### src/sv/nshf_pkg.sv
`default_nettype none

package nshf_pkg;

  // field widths
  localparam int unsigned SAMPLE_W  = 16;
  localparam int unsigned CHAN_W    = 20;
  localparam int unsigned SIGMA_W   = 16;
  localparam int unsigned FACTOR_W  = 8;
  localparam int unsigned DIVISOR_W = 16;
  localparam int unsigned HIT_W     = 32;

  // stream word widths, padded to whole bytes
  localparam int unsigned IN_DATA_W  = 56;
  localparam int unsigned OUT_DATA_W = 120;

  // configuration port
  localparam int unsigned CFG_ADDR_W = 4;
  localparam int unsigned CFG_DATA_W = 32;

  typedef enum logic [1:0] {
    REG_SIGMA   = 2'd0,
    REG_FACTOR  = 2'd1,
    REG_DIVISOR = 2'd2
  } reg_index_t;

  localparam logic [SIGMA_W-1:0]   SIGMA_RST   = 16'd1280;
  localparam logic [FACTOR_W-1:0]  FACTOR_RST  = 8'd1;
  localparam logic [DIVISOR_W-1:0] DIVISOR_RST = 16'd1;

  typedef struct packed {
    logic [SIGMA_W-1:0]   sigma;
    logic [FACTOR_W-1:0]  factor;
    logic [DIVISOR_W-1:0] divisor;
  } cfg_t;

  typedef struct packed {
    logic                 start;
    logic [HIT_W-1:0]     dividend;
    logic [DIVISOR_W-1:0] divisor;
  } div_req_t;

  typedef struct packed {
    logic             done;
    logic [HIT_W-1:0] quotient;
  } div_rsp_t;

  typedef enum logic [1:0] {
    ST_IDLE,
    ST_EVAL,
    ST_UPDATE,
    ST_DIVIDE
  } state_t;

endpackage

`default_nettype wire

### src/sv/nshf_cfg_regs.sv
`default_nettype none

module nshf_cfg_regs (
  input  wire logic                             clk,
  input  wire logic                             rst_n,
  input  wire logic                             cfg_psel,
  input  wire logic                             cfg_penable,
  input  wire logic                             cfg_pwrite,
  input  wire logic [nshf_pkg::CFG_ADDR_W-1:0]  cfg_paddr,
  input  wire logic [nshf_pkg::CFG_DATA_W-1:0]  cfg_pwdata,
  output logic      [nshf_pkg::CFG_DATA_W-1:0]  cfg_prdata,
  output nshf_pkg::cfg_t                        cfg_o
);

  nshf_pkg::cfg_t cfg_r;
  nshf_pkg::cfg_t cfg_nxt;
  logic           wr_en;
  logic [1:0]     reg_idx;

  assign wr_en   = cfg_psel && cfg_penable && cfg_pwrite;
  assign reg_idx = cfg_paddr[3:2];
  assign cfg_o   = cfg_r;

  always_comb begin
    cfg_nxt = cfg_r;
    if (wr_en) begin
      case (reg_idx)
        nshf_pkg::REG_SIGMA:   cfg_nxt.sigma   = cfg_pwdata[nshf_pkg::SIGMA_W-1:0];
        nshf_pkg::REG_FACTOR:  cfg_nxt.factor  = cfg_pwdata[nshf_pkg::FACTOR_W-1:0];
        nshf_pkg::REG_DIVISOR: cfg_nxt.divisor = cfg_pwdata[nshf_pkg::DIVISOR_W-1:0];
        default: ;
      endcase
    end
  end

  always_comb begin
    case (reg_idx)
      nshf_pkg::REG_SIGMA:   cfg_prdata = {16'd0, cfg_r.sigma};
      nshf_pkg::REG_FACTOR:  cfg_prdata = {24'd0, cfg_r.factor};
      nshf_pkg::REG_DIVISOR: cfg_prdata = {16'd0, cfg_r.divisor};
      default:               cfg_prdata = '0;
    endcase
  end

  always_ff @(posedge clk) begin
    if (!rst_n) begin
      cfg_r.sigma   <= nshf_pkg::SIGMA_RST;
      cfg_r.factor  <= nshf_pkg::FACTOR_RST;
      cfg_r.divisor <= nshf_pkg::DIVISOR_RST;
    end else begin
      cfg_r <= cfg_nxt;
    end
  end

endmodule

`default_nettype wire

### src/sv/nshf_divider.sv
`default_nettype none

// restoring divider, one quotient bit per cycle, signed dividend truncated toward zero
module nshf_divider (
  input  wire logic               clk,
  input  wire logic               rst_n,
  input  nshf_pkg::div_req_t      req_i,
  output nshf_pkg::div_rsp_t      rsp_o
);

  localparam int unsigned QW = nshf_pkg::HIT_W;
  localparam int unsigned DW = nshf_pkg::DIVISOR_W;

  logic                 busy_r,  busy_nxt;
  logic                 done_r,  done_nxt;
  logic [4:0]           cnt_r,   cnt_nxt;
  logic                 neg_r,   neg_nxt;
  logic [DW-1:0]        dvs_r,   dvs_nxt;
  logic [DW-1:0]        rem_r,   rem_nxt;
  logic [QW-1:0]        quo_r,   quo_nxt;
  logic [DW:0]          trial;
  logic [DW:0]          diff;

  assign trial = {rem_r, quo_r[QW-1]};
  assign diff  = trial - {1'b0, dvs_r};

  always_comb begin
    busy_nxt = busy_r;
    done_nxt = done_r;
    cnt_nxt  = cnt_r;
    neg_nxt  = neg_r;
    dvs_nxt  = dvs_r;
    rem_nxt  = rem_r;
    quo_nxt  = quo_r;
    if (req_i.start) begin
      busy_nxt = 1'b1;
      done_nxt = 1'b0;
      cnt_nxt  = '0;
      neg_nxt  = req_i.dividend[QW-1];
      dvs_nxt  = (req_i.divisor == '0) ? DW'(1) : req_i.divisor;
      rem_nxt  = '0;
      quo_nxt  = req_i.dividend[QW-1] ? (QW'(0) - req_i.dividend) : req_i.dividend;
    end else if (busy_r) begin
      if (!diff[DW]) begin
        rem_nxt = diff[DW-1:0];
        quo_nxt = {quo_r[QW-2:0], 1'b1};
      end else begin
        rem_nxt = trial[DW-1:0];
        quo_nxt = {quo_r[QW-2:0], 1'b0};
      end
      cnt_nxt = cnt_r + 5'd1;
      if (cnt_r == 5'd31) begin
        busy_nxt = 1'b0;
        done_nxt = 1'b1;
      end
    end
  end

  always_ff @(posedge clk) begin
    if (!rst_n) begin
      busy_r <= 1'b0;
      done_r <= 1'b0;
      cnt_r  <= '0;
    end else begin
      busy_r <= busy_nxt;
      done_r <= done_nxt;
      cnt_r  <= cnt_nxt;
    end
  end

  always_ff @(posedge clk) begin
    neg_r <= neg_nxt;
    dvs_r <= dvs_nxt;
    rem_r <= rem_nxt;
    quo_r <= quo_nxt;
  end

  assign rsp_o.done     = done_r;
  assign rsp_o.quotient = neg_r ? (QW'(0) - quo_r) : quo_r;

endmodule

`default_nettype wire

### src/sv/noise_scaled_hit_finder.sv
`default_nettype none

// Threshold-crossing hit finder with a noise-scaled threshold. Each input word carries one
// pedestal-subtracted sample, its noise spread and its channel; a sample counts as over
// threshold when sample*256 > sigma_threshold*spread (sigma_threshold is unsigned Q8.8).
// A run of samples over threshold forms one hit: start tick = sample index * downsample
// factor, charge = first sample plus sample*factor for each later one, duration = factor
// per sample. The first sample under threshold closes the hit and one result word carries
// channel, start, charge / charge_divisor (truncated toward zero) and duration. The word
// flagged with in_tlast is not tested: it clears the sample index and drops an open hit.
// Accumulators saturate at 32 bits, the sample index at 2^COUNT_WIDTH-1.
// A word that closes no hit passes the accept, multiply and update states before the
// next word is taken; an end-of-waveform word stays in the accept state. A word that
// closes a hit also waits in a divide state for the single radix-2 divider, which
// produces one quotient bit per cycle, before the next word can be taken. A finished
// result waits in the output register, and the next input word is taken meanwhile; the
// divider hands over only once that register is free, so a stalled result word adds its
// stall to the next hit. Configuration registers: 0x0 sigma_threshold, 0x4
// downsample_factor, 0x8 charge_divisor (zero acts as one); write them only while the
// block is idle.
module noise_scaled_hit_finder #(
  parameter int unsigned COUNT_WIDTH = 32
) (
  input  wire logic                               clk,
  input  wire logic                               rst_n,
  // input stream
  input  wire logic                               in_tvalid,
  output logic                                    in_tready,
  // adc_sample[15:0], noise_spread[31:16], channel_id[51:32], zero pad [55:52]
  input  wire logic [nshf_pkg::IN_DATA_W-1:0]     in_tdata,
  // end_of_waveform
  input  wire logic                               in_tlast,
  // result stream
  output logic                                    out_tvalid,
  input  wire logic                               out_tready,
  // hit_channel[19:0], hit_start[51:20], hit_charge[83:52], hit_duration[115:84], pad
  output logic      [nshf_pkg::OUT_DATA_W-1:0]    out_tdata,
  // configuration port
  input  wire logic                               cfg_psel,
  input  wire logic                               cfg_penable,
  input  wire logic                               cfg_pwrite,
  input  wire logic [nshf_pkg::CFG_ADDR_W-1:0]    cfg_paddr,
  input  wire logic [nshf_pkg::CFG_DATA_W-1:0]    cfg_pwdata,
  output logic      [nshf_pkg::CFG_DATA_W-1:0]    cfg_prdata,
  output logic                                    cfg_pready
);

  localparam int unsigned SW  = nshf_pkg::SAMPLE_W;
  localparam int unsigned HW  = nshf_pkg::HIT_W;
  localparam int unsigned FW  = nshf_pkg::FACTOR_W;
  localparam int unsigned CW  = nshf_pkg::CHAN_W;
  // sample index times factor, widened so the saturation check always has upper bits
  localparam int unsigned PW  = COUNT_WIDTH + FW;
  localparam int unsigned PXW = (PW > HW + 1) ? PW : HW + 1;
  localparam int unsigned TW  = nshf_pkg::SIGMA_W + SW + 1;   // threshold product
  localparam int unsigned MW  = SW + FW + 1;                  // sample * factor

  nshf_pkg::cfg_t     cfg;
  nshf_pkg::div_req_t div_req;
  nshf_pkg::div_rsp_t div_rsp;

  nshf_pkg::state_t state_r, state_nxt;

  // captured input word
  logic signed [SW-1:0] adc_r,    adc_nxt;
  logic signed [SW-1:0] spread_r, spread_nxt;
  logic [CW-1:0]        chan_r,   chan_nxt;

  // products from the multiply cycle
  logic signed [TW-1:0] thr_r,  thr_nxt;
  logic signed [MW-1:0] mul_r,  mul_nxt;
  logic [PW-1:0]        idxp_r, idxp_nxt;

  // hit tracking state
  logic                   in_hit_r, in_hit_nxt;
  logic [COUNT_WIDTH-1:0] index_r,  index_nxt;
  logic [HW-1:0]          start_r,  start_nxt;
  logic signed [HW-1:0]   charge_r, charge_nxt;
  logic [HW-1:0]          ticks_r,  ticks_nxt;

  // output register
  logic                   out_valid_r, out_valid_nxt;
  logic [nshf_pkg::OUT_DATA_W-1:0] out_data_r, out_data_nxt;

  logic                   in_acc;
  logic                   out_free;
  logic signed [TW-1:0]   lhs;
  logic                   over;
  logic signed [HW+1:0]   charge_sum;
  logic [HW:0]            ticks_sum;
  logic [PXW-1:0]         idxp_x;

  nshf_cfg_regs u_regs (
    .clk         (clk),
    .rst_n       (rst_n),
    .cfg_psel    (cfg_psel),
    .cfg_penable (cfg_penable),
    .cfg_pwrite  (cfg_pwrite),
    .cfg_paddr   (cfg_paddr),
    .cfg_pwdata  (cfg_pwdata),
    .cfg_prdata  (cfg_prdata),
    .cfg_o       (cfg)
  );

  nshf_divider u_div (
    .clk   (clk),
    .rst_n (rst_n),
    .req_i (div_req),
    .rsp_o (div_rsp)
  );

  assign cfg_pready = 1'b1;
  assign in_tready  = (state_r == nshf_pkg::ST_IDLE);
  assign in_acc     = in_tvalid && in_tready;
  assign out_tvalid = out_valid_r;
  assign out_tdata  = out_data_r;
  assign out_free   = !out_valid_r || out_tready;

  // sample*256 against the threshold product, both signed
  assign lhs  = TW'($signed({adc_r, 8'd0}));
  assign over = lhs > thr_r;

  assign charge_sum = (HW+2)'(charge_r) + (HW+2)'(mul_r);
  assign ticks_sum  = {1'b0, ticks_r} + (HW+1)'(cfg.factor);
  assign idxp_x     = PXW'(idxp_r);

  always_comb begin
    state_nxt     = state_r;
    adc_nxt       = adc_r;
    spread_nxt    = spread_r;
    chan_nxt      = chan_r;
    thr_nxt       = thr_r;
    mul_nxt       = mul_r;
    idxp_nxt      = idxp_r;
    in_hit_nxt    = in_hit_r;
    index_nxt     = index_r;
    start_nxt     = start_r;
    charge_nxt    = charge_r;
    ticks_nxt     = ticks_r;
    out_valid_nxt = out_valid_r;
    out_data_nxt  = out_data_r;
    div_req.start    = 1'b0;
    div_req.dividend = charge_r;
    div_req.divisor  = cfg.divisor;

    if (out_valid_r && out_tready) begin
      out_valid_nxt = 1'b0;
    end

    case (state_r)
      nshf_pkg::ST_IDLE: begin
        if (in_acc) begin
          adc_nxt    = in_tdata[15:0];
          spread_nxt = in_tdata[31:16];
          chan_nxt   = in_tdata[51:32];
          if (in_tlast) begin
            // end of waveform: no test, state back to reset values
            in_hit_nxt = 1'b0;
            index_nxt  = '0;
            start_nxt  = '0;
            charge_nxt = '0;
            ticks_nxt  = '0;
          end else begin
            state_nxt = nshf_pkg::ST_EVAL;
          end
        end
      end

      nshf_pkg::ST_EVAL: begin
        thr_nxt   = $signed({1'b0, cfg.sigma}) * spread_r;
        mul_nxt   = adc_r * $signed({1'b0, cfg.factor});
        idxp_nxt  = index_r * cfg.factor;
        state_nxt = nshf_pkg::ST_UPDATE;
      end

      nshf_pkg::ST_UPDATE: begin
        state_nxt = nshf_pkg::ST_IDLE;
        if (over && !in_hit_r) begin
          // rising crossing opens a hit
          start_nxt  = (|idxp_x[PXW-1:HW]) ? '1 : idxp_x[HW-1:0];
          charge_nxt = HW'(adc_r);
          ticks_nxt  = HW'(cfg.factor);
        end else if (over && in_hit_r) begin
          if (charge_sum[HW+1:HW-1] != 3'b000 && charge_sum[HW+1:HW-1] != 3'b111) begin
            charge_nxt = charge_sum[HW+1] ? {1'b1, {(HW-1){1'b0}}} : {1'b0, {(HW-1){1'b1}}};
          end else begin
            charge_nxt = charge_sum[HW-1:0];
          end
          ticks_nxt = ticks_sum[HW] ? '1 : ticks_sum[HW-1:0];
        end else if (!over && in_hit_r) begin
          // falling crossing closes the hit, charge goes through the divider
          div_req.start = 1'b1;
          state_nxt     = nshf_pkg::ST_DIVIDE;
        end
        in_hit_nxt = over;
        if (!(&index_r)) begin
          index_nxt = index_r + COUNT_WIDTH'(1);
        end
      end

      nshf_pkg::ST_DIVIDE: begin
        if (div_rsp.done && out_free) begin
          out_valid_nxt = 1'b1;
          out_data_nxt  = {4'd0, ticks_r, div_rsp.quotient, start_r, chan_r};
          state_nxt     = nshf_pkg::ST_IDLE;
        end
      end

      default: state_nxt = nshf_pkg::ST_IDLE;
    endcase
  end

  always_ff @(posedge clk) begin
    if (!rst_n) begin
      state_r     <= nshf_pkg::ST_IDLE;
      in_hit_r    <= 1'b0;
      index_r     <= '0;
      start_r     <= '0;
      charge_r    <= '0;
      ticks_r     <= '0;
      out_valid_r <= 1'b0;
    end else begin
      state_r     <= state_nxt;
      in_hit_r    <= in_hit_nxt;
      index_r     <= index_nxt;
      start_r     <= start_nxt;
      charge_r    <= charge_nxt;
      ticks_r     <= ticks_nxt;
      out_valid_r <= out_valid_nxt;
    end
  end

  // payload registers
  always_ff @(posedge clk) begin
    adc_r      <= adc_nxt;
    spread_r   <= spread_nxt;
    chan_r     <= chan_nxt;
    thr_r      <= thr_nxt;
    mul_r      <= mul_nxt;
    idxp_r     <= idxp_nxt;
    out_data_r <= out_data_nxt;
  end

endmodule

`default_nettype wire

### config.mk
export PLATFORM = sky130hd
export DESIGN_NAME = noise_scaled_hit_finder
export DESIGN_NICKNAME = d
export VERILOG_FILES = /design/src/sv/nshf_pkg.sv /design/src/sv/nshf_cfg_regs.sv /design/src/sv/nshf_divider.sv /design/src/sv/noise_scaled_hit_finder.sv
export SDC_FILE = /design/constraint.sdc
export NUM_CORES = 2
export LEC_CHECK = 0
export BUFFER_PORTS_ARGS = -buffer_cell sky130_fd_sc_hd__buf_2
export CAP_MARGIN = 10
export CORE_MARGIN = 4
export CORE_UTILIZATION = 55
export DETAILED_ROUTE_END_ITERATION = 7
export GPL_TIMING_DRIVEN = 0
export PLACE_DENSITY = 0.76
export SKIP_LAST_GASP = 1
export SLEW_MARGIN = 40
export SYNTH_ARGS = -nofsm -noshare
export SYNTH_HDL_FRONTEND = slang
export SYNTH_HIERARCHICAL = 1
export SYNTH_SLANG_ARGS = --single-unit
### constraint.sdc
create_clock -name clk -period 8.23 [get_ports clk]
set_input_delay 1.646 -clock clk [delete_from_list [all_inputs] [get_ports clk]]
set_output_delay 1.646 -clock clk [all_outputs]
set_load 0.02 [all_outputs]
==> PnR_summary.wiki <==
{| class="wikitable"
! Metric !! Value
|-
| Outcome || complete, no violations
|-
| Clock tree root buffer cell || clkbuf_16
|-
| Mux cell area share after synthesis || 0.0175
|-
| Final worst-path setup slack || 0.914 ns
|-
| Number of synthesized flops with an enable pin || 315
|-
| Max_cap viols || 0
|-
| Slack of the worst reg-to-reg path || 0.91 ns
|-
| Iteration-0 DRC count of the detailed router || 2899
|-
| Share of the synthesized area in compound gates (AO/OA/AOI/OAI) || 0.106
|-
| Most instantiated cells after synthesis || inv_1 (648), nand2_1 (539), fa_1 (479)
|-
| CP Capture Type || flip-flop
|-
| Number of antenna violations at the first check in global routing || 5
|-
| I/O pin total || 255
|-
| Effective utilization at floorplan || 0.555
|-
| Most frequently used cell type in the post-synthesis netlist || inv_1
|-
| Count of cells resized by post-cts repair || 0
|-
| Proportion of synthesized flip-flops having asynchronous set or reset || 0
|-
| Kind of launch point of the worst setup path || flip-flop
|-
| Number of design rule violations left after detail routing || 0
|-
| Fin. Hold Viols || 0
|-
| Share of cells above drive strength 1 || 0.0827
|-
| Highest achievable clock rate || 137 MHz
|-
| Clk slew on worst S/H paths || 0.07 ns
|-
| Largest family of logic cells by synthesized area || adder cells
|-
| Post-synthesis sequential area ratio || 0.299
|-
| Combinational group share of total power || 0.176
|-
| Worst slew margin relative to its limit || 0.437
|-
| Number of sinks driven by the clock tree || 510
|-
| Critical path peak fanout || 10
|-
| Wire length per cell after detailed routing || 19.0 um
|-
| Vias in the first global route || 34350
|-
| Count of port buffers added during placement || 211
|-
| Dominant register cell in the synthesized netlist || edfxtp_1
|-
| Maximum clock insertion buffer count || 3
|-
| Post-synthesis cell type count || 100
|-
| Cell area after placement || 47300 um^2
|-
| Dominant cells by area after synthesis || fa_1 (21%), edfxtp_1 (21%), ha_1 (8.9%)
|-
| Grt total ovfl || 0
|-
| Worst setup slack after placement || 1.00 ns
|-
| Switching pwr || 1900 uW
|-
| Number of nets with antenna violations after routing || 0
|-
| Synthesized instance count || 4631
|-
| Post-synthesis instance area || 44700 um^2
|-
| Leak pwr || 0.0222 uW
|-
| WP data required || 8.56 ns
|-
| Vias after detailed routing || 34220
|-
| Slew at the pin with the worst max-slew slack || 0.844 ns
|-
| Summed area of non-filler cells in the final layout || 49200 um^2
|-
| Final period util || 0.889
|-
| Clock latency reported for the late side of the worst-skew pair || 0.67 ns
|-
| RePlAce Congestion || 0.942
|-
| Cell Pwr Density || 135 nW/um^2
|-
| Accumulated negative setup slack || 0 ns
|-
| Clock Skew || 0.0593 ns
|-
| Router iterations before antenna repair || 7
|-
| Max-slew violation count || 0
|-
| Total Die Area || 85900 um^2
|-
| Syn. warnings || 6
|-
| Area share of the largest cell type after synthesis || 0.214
|-
| Sw frac || 0.285
|-
| First-pass GRT wire length || 183000 um
|-
| Placeable core area || 80500 um^2
|-
| Cell-internal power || 4750 uW
|-
| RSZ-0062 raised after global routing || false
|-
| Area of the multi-input gates || 28000 um^2
|-
| Flip-flop and latch area || 13400 um^2
|-
| Placement row count || 104
|-
| CTS tree || built
|-
| Detailed Route WL || 115000 um
|-
| Synth Area in Simple Gates || 0.157
|-
| Share of total power in the clock network || 0.393
|-
| Post-synthesis xor/xnor area fraction || 0.0401
|-
| Total of fill cells in the finished design || 6675
|-
| Deepest level of the CTS H-tree || 2
|-
| Net count of the finished layout || 5820
|-
| Sum of net half-perimeters after detailed placement || 89500 um
|-
| Total setup violations reported at the end of the flow || 0
|-
| Critical Path AT || 7.65 ns
|-
| Kind of critical path || flip-flop to flip-flop
|-
| Overall die width || 293 um
|-
| Via density per instance || 5.67
|-
| Hold-fix buffers at CTS || 0
|-
| Setup bufs post-CTS || 0
|-
| Shortest clock period the worst path allows after layout || 7.32 ns
|-
| Maximum resistive drop on vdd || 0.000180 V
|-
| Class of the most critical hold timing path || flip-flop to flip-flop
|-
| Part of the total power dissipated in sequential elements || 0.431
|-
| Flops & latches, synth || 510
|-
| Worst hold margin || 0.408 ns
|-
| Post-synthesis area per instance || 9.66 um^2
|-
| Pin count of the biggest net entering global routing || 73
|-
| All-layer global routing usage || 0.267
|-
| Die height || 293 um
|-
| Adder-cell share of the synthesized area || 0.303
|-
| Area Growth Syn to Fin || 10.1%
|-
| TritonCTS buffer count || 57
|-
| Cell type with the largest total area after synthesis || fa_1
|}
## final timing paths
path,from,endpoint,depth (start not counted)
max reg2reg,u_regs/cfg_o[33],thr_r[31],22
min reg2reg,start_r[20],out_tdata[40],0
min,start_r[20],out_tdata[40],0
max,u_regs/cfg_o[33],thr_r[31],22
## layout make-up
cell class,instances,area share
diodes,2,0.000102
well taps,1060,0.0269
clock buffers,77,0.0314
repair buffers,215,0.0235
clock inverters,31,0.00755
inverters,651,0.0499
multi-input cells,3262,0.569
flip-flops and latches,510,0.271
plain buffers,226,0.0206
## critical path: stages (launching register included)
cell,delay (ns)
dfxtp_1,0.66
clkbuf_1,0.50
nand2_1,0.17
fa_1,0.52
fa_1,0.56
inv_1,0.07
fa_1,0.50
inv_1,0.05
fa_1,0.53
inv_1,0.05
fa_1,0.48
inv_1,0.05
fa_1,0.47
inv_1,0.04
ha_1,0.34
inv_1,0.06
o41ai_1,0.70
nand2_1,0.20
a31o_2,0.28
a21o_1,0.18
a21oi_1,0.25
o21a_1,0.21
o311ai_0,0.15
## metal layers
metal,part of all wire,routed length [um],GRT usage,up-vias
li1,-,-,-,15761
met1,0.40,45700,0.352,16880
met2,0.48,54900,0.444,1265
met3,0.073,8380,0.0380,314
met4,0.048,5510,0.111,0
met5,0,0,0,-
## sequential cells by signal, summed over array words and instances, names as in the netlist, 2 cells and up
name and count:
ticks_r 32, out_tdata 116, u_div/cnt_r 5, u_div/dvs_r 16, state_r 2, u_div/quo_r 32, index_r 32, thr_r 33
mul_r 25, spread_r 16, u_regs/cfg_o 40, idxp_r 40, chan_r 20, u_div/rem_r 16, charge_r 32, adc_r 16
start_r 32
## cells by family (layout without fill, tap and decap cells)
kind of cell	Yosys count	count (layout)
buffers and inverters	877	1200
XOR/XNOR	205	205
multiplexers	77	77
AO/OA/AOI/OAI	710	710
adder cells (fa/ha/maj)	797	797
flip-flops	510	510
AND/OR/NAND/NOR	1452	1452
other	3	23
## power by group through the flow
stage | clock, uW | sequential (uW) | combinational [uW]
6_report | 2620 | 2860 | 1170
5_1_grt | 2770 | 2870 | 1320
4_1_cts | 2660 | 2860 | 1170
3_5_place_dp | 0 | 2920 | 1160
3_3_place_gp | 0 | 2920 | 1130
2_1_floorplan | 0 | 2880 | 844
## through the flow
step | power, uW | instances | util
detailed placement | 4070 | 5924 | 0.587
CTS | 6690 | 6032 | 0.611
global route | 6950 | 6032 | 0.611
floorplan | 3720 | 4649 | -
global placement | 4040 | 5920 | 0.586
finish | 6650 | 6034 | 0.611
## cells in the final DEF (no fill, tap or decap), types with 11 or more instances in the layout
cell type and n:
a22o_1 20, fa_1 479, clkinv_2 13, a21o_1 56, a21oi_1 197, nor4_1 19, mux2i_1 72, buf_4 25
buf_2 225, o21bai_1 12, nand2_1 538, or2_2 11, o31ai_1 32, clkbuf_1 192, nand4_1 21, o221ai_1 11
nor3_1 40, nand2b_1 41, nor2_1 278, nor2b_1 22, a31oi_1 16, edfxtp_1 315, and2_1 337, or3_1 21
a211oi_1 63, ha_1 318, a21boi_0 11, o211ai_1 19, xor2_1 79, inv_1 646, and3_1 27, o21a_1 23
xnor2_1 126, clkbuf_16 58, conb_1 21, dfxtp_1 195, o21ai_0 147, nand3_1 54
(Power assumes the default switching activity.)
